### src/hdl/tbwt_pkg.sv
// Shared constants and types for the tournament best/worst tracker.
package tbwt_pkg;

   localparam int IdxW         = 10;
   localparam int CountW       = 11;
   localparam int FillW        = 3;
   localparam int SlotN        = 4;
   localparam int FieldFitW    = 32;
   localparam int FitnessBits  = 32;
   localparam int PopMax       = 1024;
   localparam int PopW         = 17;
   localparam int ReqDataW     = 48;
   localparam int RspDataW     = 48;

   localparam logic [CountW-1:0] RoundsReset = CountW'(4);

   localparam logic [FillW-1:0] FillFull = FillW'(SlotN);

   typedef enum logic [1:0] {
      SLOT_PARENT_ONE = 2'd0,
      SLOT_PARENT_TWO = 2'd1,
      SLOT_CHILD_ONE  = 2'd2,
      SLOT_CHILD_TWO  = 2'd3
   } slot_pos_type;

   typedef logic [SlotN-1:0][IdxW-1:0] slot_idx_type;

   typedef struct packed {
      logic                 dup;
      slot_idx_type         idx_next;
      logic [FillW-1:0]     fill_next;
   } slot_view_type;

endpackage

### src/hdl/tournament_best_worst_tracker_top.sv
// Top level of the tournament best/worst tracker with stream ports.
// A round's last contestant passes the input register, then the output register.
// Throughput: one contestant per cycle unless stalled, set by the slot update loop.
// The request side stalls only while a result waits in the output register.
// Reset (synchronous, active high) empties the slots and counters and sets the rounds
// register to four.
module tournament_best_worst_tracker_top #(
   parameter int FITNESS_BITS = tbwt_pkg::FitnessBits
) (
   input  logic                          clock,
   input  logic                          reset,
   input  logic                          req_tvalid,
   output logic                          req_tready,
   // contestant_index [9:0], contestant_fitness [41:10], zero fill above.
   input  logic [tbwt_pkg::ReqDataW-1:0] req_tdata,
   output logic                          rsp_tvalid,
   input  logic                          rsp_tready,
   // parent_one_index [9:0], parent_two_index [19:10], child_one_index [29:20],
   // child_two_index [39:30], slots_filled [42:40], zero fill above.
   output logic [tbwt_pkg::RspDataW-1:0] rsp_tdata,
   input  logic                          csr_wr_en,
   input  logic [tbwt_pkg::CountW-1:0]   csr_wr_data
);
   import tbwt_pkg::*;

   localparam int FitW = (FITNESS_BITS < FieldFitW) ? FITNESS_BITS : FieldFitW;

   logic                 in_valid_ff, in_valid_in;
   logic [IdxW-1:0]      in_index_ff, in_index_in;
   logic [FitW-1:0]      in_fit_ff, in_fit_in;
   logic [CountW-1:0]    rounds_ff, rounds_in;
   logic [CountW-1:0]    accepted_ff, accepted_in;
   logic                 rsp_valid_ff, rsp_valid_in;
   logic [RspDataW-1:0]  rsp_data_ff, rsp_data_in;

   slot_view_type        view;
   logic                 proc_go;
   logic                 in_range;
   logic                 take;
   logic                 emit;
   logic [CountW-1:0]    count_next;
   logic [CountW-1:0]    target;

   assign proc_go    = in_valid_ff && (!rsp_valid_ff || rsp_tready);
   assign req_tready = !in_valid_ff || proc_go;
   assign in_range   = PopW'(in_index_ff) < PopW'(PopMax);
   assign take       = proc_go && in_range && !view.dup;
   assign count_next = accepted_ff + CountW'(1);
   assign target     = (rounds_ff == '0) ? CountW'(1) : rounds_ff;
   assign emit       = take && (count_next >= target);

   tbwt_slots #(
      .FITNESS_BITS (FITNESS_BITS)
   ) u_slots (
      .clock      (clock),
      .reset      (reset),
      .take       (take),
      .clear      (emit),
      .cand_index (in_index_ff),
      .cand_fit   (in_fit_ff),
      .view       (view)
   );

   always_comb begin
      in_valid_in = in_valid_ff;
      in_index_in = in_index_ff;
      in_fit_in   = in_fit_ff;
      if (req_tready) begin
         in_valid_in = req_tvalid;
         in_index_in = req_tdata[IdxW-1:0];
         in_fit_in   = req_tdata[IdxW +: FitW];
      end
   end

   always_comb begin
      rounds_in = csr_wr_en ? csr_wr_data : rounds_ff;
      accepted_in = accepted_ff;
      if (take) begin
         accepted_in = emit ? '0 : count_next;
      end
   end

   always_comb begin
      rsp_valid_in = rsp_valid_ff && !rsp_tready;
      rsp_data_in  = rsp_data_ff;
      if (emit) begin
         rsp_valid_in = 1'b1;
         rsp_data_in  = RspDataW'({view.fill_next, view.idx_next[SLOT_CHILD_TWO],
                                   view.idx_next[SLOT_CHILD_ONE],
                                   view.idx_next[SLOT_PARENT_TWO],
                                   view.idx_next[SLOT_PARENT_ONE]});
      end
   end

   always_ff @(posedge clock) begin
      in_index_ff <= in_index_in;
      in_fit_ff   <= in_fit_in;
      rsp_data_ff <= rsp_data_in;
      if (reset) begin
         in_valid_ff  <= 1'b0;
         rounds_ff    <= RoundsReset;
         accepted_ff  <= '0;
         rsp_valid_ff <= 1'b0;
      end else begin
         in_valid_ff  <= in_valid_in;
         rounds_ff    <= rounds_in;
         accepted_ff  <= accepted_in;
         rsp_valid_ff <= rsp_valid_in;
      end
   end

   assign rsp_tvalid = rsp_valid_ff;
   assign rsp_tdata  = rsp_data_ff;

endmodule

### src/hdl/tbwt_slots.sv
// Four ranked slots: duplicate check, fill and best/worst replacement.
module tbwt_slots #(
   parameter int FITNESS_BITS = tbwt_pkg::FitnessBits,
   localparam int FitW = (FITNESS_BITS < tbwt_pkg::FieldFitW) ?
                         FITNESS_BITS : tbwt_pkg::FieldFitW
) (
   input  logic                        clock,
   input  logic                        reset,
   input  logic                        take,
   input  logic                        clear,
   input  logic [tbwt_pkg::IdxW-1:0]   cand_index,
   input  logic [FitW-1:0]             cand_fit,
   output tbwt_pkg::slot_view_type     view
);
   import tbwt_pkg::*;

   slot_idx_type                idx_ff, idx_in;
   logic [SlotN-1:0][FitW-1:0]  fit_ff, fit_in;
   logic [FillW-1:0]            fill_ff, fill_in;
   logic [FillW-1:0]            fill_upd;
   slot_idx_type                idx_upd;
   logic [SlotN-1:0][FitW-1:0]  fit_upd;
   logic                        dup;

   always_comb begin
      dup = 1'b0;
      for (int k = 0; k < SlotN; k++) begin
         if ((FillW'(k) < fill_ff) && (idx_ff[k] == cand_index)) begin
            dup = 1'b1;
         end
      end
   end

   always_comb begin
      idx_upd  = idx_ff;
      fit_upd  = fit_ff;
      fill_upd = fill_ff;
      if (fill_ff < FillFull) begin
         for (int k = 0; k < SlotN; k++) begin
            if (fill_ff == FillW'(k)) begin
               idx_upd[k] = cand_index;
               fit_upd[k] = cand_fit;
            end
         end
         fill_upd = fill_ff + FillW'(1);
      end else if (fit_ff[SLOT_PARENT_ONE] < cand_fit) begin
         idx_upd[SLOT_PARENT_TWO] = idx_ff[SLOT_PARENT_ONE];
         fit_upd[SLOT_PARENT_TWO] = fit_ff[SLOT_PARENT_ONE];
         idx_upd[SLOT_PARENT_ONE] = cand_index;
         fit_upd[SLOT_PARENT_ONE] = cand_fit;
      end else if (fit_ff[SLOT_PARENT_TWO] < cand_fit) begin
         idx_upd[SLOT_PARENT_TWO] = cand_index;
         fit_upd[SLOT_PARENT_TWO] = cand_fit;
      end else if (fit_ff[SLOT_CHILD_TWO] > cand_fit) begin
         idx_upd[SLOT_CHILD_ONE] = idx_ff[SLOT_CHILD_TWO];
         fit_upd[SLOT_CHILD_ONE] = fit_ff[SLOT_CHILD_TWO];
         idx_upd[SLOT_CHILD_TWO] = cand_index;
         fit_upd[SLOT_CHILD_TWO] = cand_fit;
      end else if (fit_ff[SLOT_CHILD_ONE] > cand_fit) begin
         idx_upd[SLOT_CHILD_ONE] = cand_index;
         fit_upd[SLOT_CHILD_ONE] = cand_fit;
      end
   end

   always_comb begin
      view.dup       = dup;
      view.fill_next = fill_upd;
      for (int k = 0; k < SlotN; k++) begin
         view.idx_next[k] = (FillW'(k) < fill_upd) ? idx_upd[k] : '0;
      end
   end

   always_comb begin
      idx_in  = idx_ff;
      fit_in  = fit_ff;
      fill_in = fill_ff;
      if (take) begin
         idx_in  = idx_upd;
         fit_in  = fit_upd;
         fill_in = clear ? '0 : fill_upd;
      end
   end

   always_ff @(posedge clock) begin
      idx_ff <= idx_in;
      fit_ff <= fit_in;
      if (reset) begin
         fill_ff <= '0;
      end else begin
         fill_ff <= fill_in;
      end
   end

endmodule
### config.mk
export PLATFORM = sky130hd
export DESIGN_NAME = tournament_best_worst_tracker_top
export DESIGN_NICKNAME = d
export VERILOG_FILES = /design/src/hdl/tbwt_pkg.sv /design/src/hdl/tournament_best_worst_tracker_top.sv /design/src/hdl/tbwt_slots.sv
export SDC_FILE = /design/constraint.sdc
export NUM_CORES = 1
export LEC_CHECK = 0
export ABC_AREA = 0
export BUFFER_PORTS_ARGS = -buffer_cell sky130_fd_sc_hd__buf_2
export CAP_MARGIN = 40
export CORE_AREA = 2 2 297 211
export CTS_CLUSTER_SIZE = 16
export DETAILED_ROUTE_END_ITERATION = 12
export DIE_AREA = 0 0 299 213
export PLACE_DENSITY_LB_ADDON = 0.15
export REMOVE_ABC_BUFFERS = 1
export SLEW_MARGIN = 0
export SYNTH_ARGS = -nofsm -noshare
export SYNTH_HDL_FRONTEND = slang
export SYNTH_HIERARCHICAL = 1
export SYNTH_SLANG_ARGS = --single-unit
### constraint.sdc
create_clock -name clock -period 9.6 [get_ports clock]
set_clock_uncertainty 0.05 [all_clocks]
set_input_delay 2.88 -clock clock [delete_from_list [all_inputs] [get_ports clock]]
set_output_delay 2.88 -clock clock [all_outputs]
set_load 0.01 [all_outputs]
==> results of run 1 <==
[sequential cells by signal, summed over array words and instances, names as in the netlist]
register         count
accepted_ff         11
in_fit_ff           32
in_index_ff         10
in_valid_ff          1
rounds_ff           11
rsp_tdata           43
rsp_tvalid           1
u_slots/fill_ff      3
u_slots/fit_ff     128
u_slots/idx_ff      40
[worst max-delay path, stage by stage]
cell	delay, ns
buf_2	0.11
nor2b_4	0.15
nand2_2	0.12
buf_2	0.16
[power by group through the flow]
stage	logic [mW]	registers (mW)	clock network, mW
6_report	0.262	1.41	1.43
4_1_cts	0.265	1.41	1.49
3_5_place_dp	0.263	1.44	0
3_3_place_gp	0.260	1.44	0
5_1_grt	0.295	1.42	1.53
2_1_floorplan	0.172	1.43	0
[final cells by class]
class | count | area, sq um | area share
timing repair buffer | 122 | 689.4 | 0.03864
clock buffer | 48 | 997.2 | 0.05589
sequential | 280 | 8139 | 0.4562
antenna | 3 | 7.507 | 0.0004208
tap | 819 | 1025 | 0.05743
clock inverter | 18 | 234.0 | 0.01311
inverter | 73 | 274.0 | 0.01536
multi-input combinational | 790 | 6476 | 0.3630
[logic make-up after synthesis]
family | synth area share
DFF | 0.5388
AOI/OAI and AO/OA | 0.1124
and+or+nand+nor | 0.07911
adders and majority gates | 0.1176
buffers and inverters | 0.03670
muxes | 0.08623
xor gates and xnor gates | 0.02891
other | 0.0002483
[through the flow]
stage               worst slack, ns  utilization
floorplan                     2.793            -
global placement              3.170       0.2720
detailed placement            3.171       0.2728
CTS                           3.167       0.2931
global route                  3.168       0.2931
finish                        3.227       0.2932
[Yosys cell counts (14+ instances only)]
library cell / number / area [sq um]
nand4_1: 40 / 250.2
o21ai_0: 45 / 225.2
dfxtp_1: 27 / 540.5
a21oi_1: 90 / 450.4
clkbuf_1: 30 / 112.6
mux2_2: 85 / 957.2
nor2b_1: 17 / 106.4
edfxtp_1: 253 / 7597
nand2_1: 60 / 225.2
ha_1: 142 / 1777
xnor2_1: 33 / 289.0
o21a_1: 14 / 105.1
nand3_1: 24 / 120.1
mux2i_1: 21 / 210.2
xor2_1: 15 / 131.4
inv_1: 72 / 270.3
nor2_1: 30 / 112.6
[layer usage]
metal	global-route usage	vias to the layer above	part of all wire
met3	0.03022	55	0.041
li1	-	4777	-
met2	0.1798	146	0.39
met1	0.2054	4797	0.55
met4	0.03190	4	0.019
met5	0	-	0.00060
[path summary, 6_finish.rpt]
path,from,end,slack [ns]
worst min-delay path,accepted_ff[4]$_SDFFE_PP0P_,accepted_ff[4]$_SDFFE_PP0P_,0.46
worst max register to register,in_fit_ff[28]$_DFFE_PP_,u_slots/fit_ff[107]$_DFFE_PP_,4.96
worst min register to register,accepted_ff[4]$_SDFFE_PP0P_,accepted_ff[4]$_SDFFE_PP0P_,0.46
worst max-delay path,rsp_tready,req_tready,3.23
==> out/metrics.yaml, run 1 <==
sta:
  hold_slack_ns: 0.4577
  hold_viol: 0
  grt_setup_unrepaired: "no"
  setup_violations: 0
  post-route-period-util: 0.6638
  tightest_slew_ns: 0.8981
  relSlewSlack: 0.4013
  drv_slew: 0
  finalSetupTns_ns: 0
  fin_crit_ns: 6.373
  fmax_mhz: 156.9
detailed_routing:
  drt_iter0_markers: 628
  via_per_inst: 4.542
  wl_per_cell_um: 19.38
  drtPass1Iterations: 4
  routed_wl_um: 41730
  drc: 0
  antenna_left: 0
  vias: 9779
job:
  drv_cap: 0
setup_path:
  path_class: "in2out"
  arrival_ns: 3.44
  crit_path_start_kind: "input pin"
  critPathMaxFanout: 4
  r2r_cells: 12
  cp_data_required_time_ns: 6.67
  end_kind: "primary output"
clocking:
  cts.path.max_buffers: 3
  root_buffer: "clkbuf_16"
  clock-sinks: 280
  postCtsSetupBuffers: 0
  h-tree-depth: 2
  cts_tree: "yes"
  path_clk_slew_ns: 0.06
  hold_buffers: 0
  cts_made_buffers: 36
  ctsResizeCount: 0
  worstSkewPairLatency_ns: 0.56
die:
  die_area_sq_um: 63690
  io_pins: 114
  rows: 76
  start_util: 0.2482
  dieHeight_um: 213
  fp.dieW_um: 299
  core_region_area_sq_um: 60860
placed_design:
  hpwl_um: 28110
  port_buffers: 102
  gp_congestion: 0.7519
  dp.cells: 2084
  place_area_sq_um: 16600
power:
  power.switching_mw: 0.7499
  power.share.clock: 0.460
  pwr-share-comb: 0.084
  p_per_area_nw_per_um2: 174.1
  seq_power_share: 0.455
  total_power_mw: 3.106
  internal_power_mw: 2.356
  p_leak_nw: 6.813
  peakVddDrop_v: 0.0001084
  swShare: 0.2414
grt:
  grt_pass1_wl_um: 62930
  grt_use_total: 0.1319
  overflow: 0
  grt_max_degree: 51
  antenna_found_initial: 4
  grt_pass1_vias: 9772
layout:
  fin_cells: 2153
  final_nets: 1509
  fillers: 6261
  drive_gt1_frac: 0.2269
  layout_commonest_cell: "edfxtp_1"
  fin_area_sq_um: 17840
  final_cell_mix: "edfxtp_1 (253), ha_1 (142), buf_2 (102), a21oi_1 (88), mux2_2 (85)"
  area_delta_synth_final_pct: 18.12
synthesis:
  syn_area_sq_um: 15100
  synth_edf_count: 253
  async_reset_ff_frac: 0
  synth_cells: 1196
  ys_seq_area_frac: 0.5388
  ys_types: 76
  synthFlopType: "edfxtp_1"
  yosys_warnings: 6
  yosys_register_bits: 280
  avgSynthCellArea_sq_um: 12.63
hold_path:
  holdPathStages: 2
  hold_path.class: "reg2reg"
outcome:
  status: "completed"
Note: power is estimated with default switching activity, not from simulation.
==> inputs of run 2 (changes only) <==
--- a/config.mk
+++ b/config.mk
@@ -5,13 +5,13 @@
 export SDC_FILE = /design/constraint.sdc
 export NUM_CORES = 1
 export LEC_CHECK = 0
-export ABC_AREA = 0
+export ABC_AREA = 1
 export BUFFER_PORTS_ARGS = -buffer_cell sky130_fd_sc_hd__buf_2
 export CAP_MARGIN = 40
-export CORE_AREA = 2 2 297 211
+export CORE_AREA = 2 2 300 213
 export CTS_CLUSTER_SIZE = 16
 export DETAILED_ROUTE_END_ITERATION = 12
-export DIE_AREA = 0 0 299 213
+export DIE_AREA = 0 0 302 215
 export PLACE_DENSITY_LB_ADDON = 0.15
 export REMOVE_ABC_BUFFERS = 1
 export SLEW_MARGIN = 0
==> constraint.sdc (replaced) <==
create_clock -name clock -period 6.1 [get_ports clock]
set_clock_uncertainty 0.05 [all_clocks]
set_input_delay 1.83 -clock clock [delete_from_list [all_inputs] [get_ports clock]]
set_output_delay 1.83 -clock clock [all_outputs]
set_load 0.01 [all_outputs]
==> out/metrics.yaml, run 2 <==
die:
  rows: 77
  io_pins: 114
  core_region_area_sq_um: 62330
  start_util: 0.2465
  die_area_sq_um: 64930
  fp.dieW_um: 302
  dieHeight_um: 215
setup_path:
  crit_path_start_kind: "input pin"
  critPathMaxFanout: 2
  crit_slowest_cell: "nor2_1"
  end_kind: "primary output"
  cp_cell_sequence: "buf_2, nor2_1, nand2_2, buf_2"
  path_class: "in2out"
  arrival_ns: 2.50
  crit_top_cell: "buf_2"
  crit_path_max_incr_delay_ns: 0.20
  cp_data_required_time_ns: 4.22
grt:
  overflow: 0
  antenna_found_initial: 0
  grt_pass1_wl_um: 68170
  grt_pass1_vias: 11070
  grt_max_degree: 63
  grt_use_total: 0.1380
synthesis:
  synth_top_area_cell: "edfxtp_1"
  netlist.area_leader.share: 0.4945
  yosys_register_bits: 280
  ys_types: 53
  ys_seq_area_frac: 0.5297
  synth_edf_count: 253
  synth.most_common_cell: "nand2_1"
  avgSynthCellArea_sq_um: 9.735
  synthFlopType: "edfxtp_1"
  syn_area_sq_um: 15360
  synthTopCellsByCount: "nand2_1 (379), edfxtp_1 (253), inv_1 (155)"
  async_reset_ff_frac: 0
  yosys_warnings: 6
  synth_area_leaders: "edfxtp_1 (49%), ha_1 (12%), nand2_1 (9.3%)"
  synth_cells: 1578
layout:
  fillers: 6545
  antennaDiodeCount: 0
  final_nets: 1880
  area_delta_synth_final_pct: 16.00
  seq_area_sq_um: 8138
  fin_area_sq_um: 17820
  multi_input_area_sq_um: 6340
  layout_commonest_cell: "nand2_1"
  drive_gt1_frac: 0.1231
  largest-register: "u_slots/fit_ff"
  largest_reg_flops: 128
  final_util: 0.2859
  final_cell_mix: "nand2_1 (378), edfxtp_1 (253), inv_1 (155), ha_1 (142), a21oi_1 (121)"
clocking:
  clock-sinks: 280
  hold_buffers: 0
  cts.path.max_buffers: 3
  cts_made_buffers: 34
  postCtsSetupBuffers: 0
  cts_tree: "yes"
  root_buffer: "clkbuf_16"
  h-tree-depth: 2
  worstSkewPairLatency_ns: 0.56
  path_clk_slew_ns: 0.06
  ctsResizeCount: 0
power:
  peakVddDrop_v: 0.0001486
  p_per_area_nw_per_um2: 256.4
  total_power_mw: 4.568
  p_leak_nw: 7.306
sta:
  setup_violations: 0
  layout_setup_ws_ns: 1.723
  fmax_mhz: 228.4
  hold_viol: 0
  post-route-period-util: 0.7176
  drv_slew: 0
  finalSetupTns_ns: 0
  relSlewSlack: 0.4861
  grt_setup_unrepaired: "no"
  fin_crit_ns: 4.377
  tightest_slew_ns: 0.7690
detailed_routing:
  antenna_left: 0
  via_per_inst: 4.455
  drt_iter0_markers: 727
  routed_wl_um: 44380
  vias: 11260
  drc: 0
  wl_per_cell_um: 17.56
  drtPass1Iterations: 5
placed_design:
  gp_congestion: 0.8178
  place_area_sq_um: 16800
  hpwl_um: 31230
  pre_cts_ws_ns: 1.633
  port_buffers: 102
job:
  drv_cap: 0
outcome:
  status: "completed"
hold_path:
  hold_path.class: "reg2reg"
[run 2: path summary, 6_finish.rpt]
kind | slack (ns) | cells past startpoint | end | startpoint
hold / removal | 0.42 | 0 | u_slots/fit_ff[26]$_DFFE_PP_ | in_fit_ff[26]$_DFFE_PP_
hold reg to reg | 0.42 | 0 | u_slots/fit_ff[26]$_DFFE_PP_ | in_fit_ff[26]$_DFFE_PP_
setup / recovery | 1.72 | 4 | req_tready | rsp_tready
setup reg to reg | 1.84 | 11 | u_slots/fit_ff[111]$_DFFE_PP_ | in_index_ff[7]$_DFFE_PP_
[run 2: cells by family (layout without fill, tap and decap cells)]
kind of cell / Yosys count / in the layout / share of synthesized area
and+or+nand+nor: 584 / 584 / 0.1606
AOI/OAI and AO/OA: 322 / 322 / 0.1201
DFF: 280 / 280 / 0.5297
buffers and inverters: 228 / 344 / 0.06100
adders and majority gates: 142 / 142 / 0.1157
xor gates and xnor gates: 18 / 18 / 0.01075
muxes: 3 / 3 / 0.001955
other: 1 / 5 / 0.0002441
[run 2: power by group]
part | switching, mW | internal, mW | leakage [nW] | total [mW]
Combinational | 0.289 | 0.148 | 4.21 | 0.438
Clock | 0.840 | 1.07 | 0.489 | 1.91
Sequential | 0.0529 | 2.16 | 2.61 | 2.22
Total | 1.18 | 3.39 | 7.31 | 4.57
[run 2: stage by stage]
step,hold WS [ns],instances
finish,0.4247,2527
floorplan,0.3950,1520
detailed placement,0.4166,2467
global placement,0.4111,2463
CTS,0.4308,2527
global route,0.4472,2527
[run 2: metal layers]
layer / GRT usage / wire (um) / vias up
met5: 0 / 0 / -
met4: 0.03564 / 811 / 0
met3: 0.02750 / 2457 / 51
met2: 0.1954 / 17710 / 259
met1: 0.2109 / 23410 / 5255
li1: - / - / 5694
[run 2: layout make-up]
| type | instances | area share |
|---|---|---|
| multi-input cells | 1074 | 0.3558 |
| flip-flops and latches | 280 | 0.4567 |
| inverters | 166 | 0.03497 |
| clock buffers | 41 | 0.04922 |
| clock inverters | 19 | 0.007934 |
| well taps | 829 | 0.05821 |
| repair buffers | 118 | 0.03721 |
[run 2: worst max-delay path, delay by kind of cell]
| family | cells | cell delay (ns) |
|---|---|---|
| and+or+nand+nor | 2 | 0.38 |
| buffers and inverters | 2 | 0.29 |
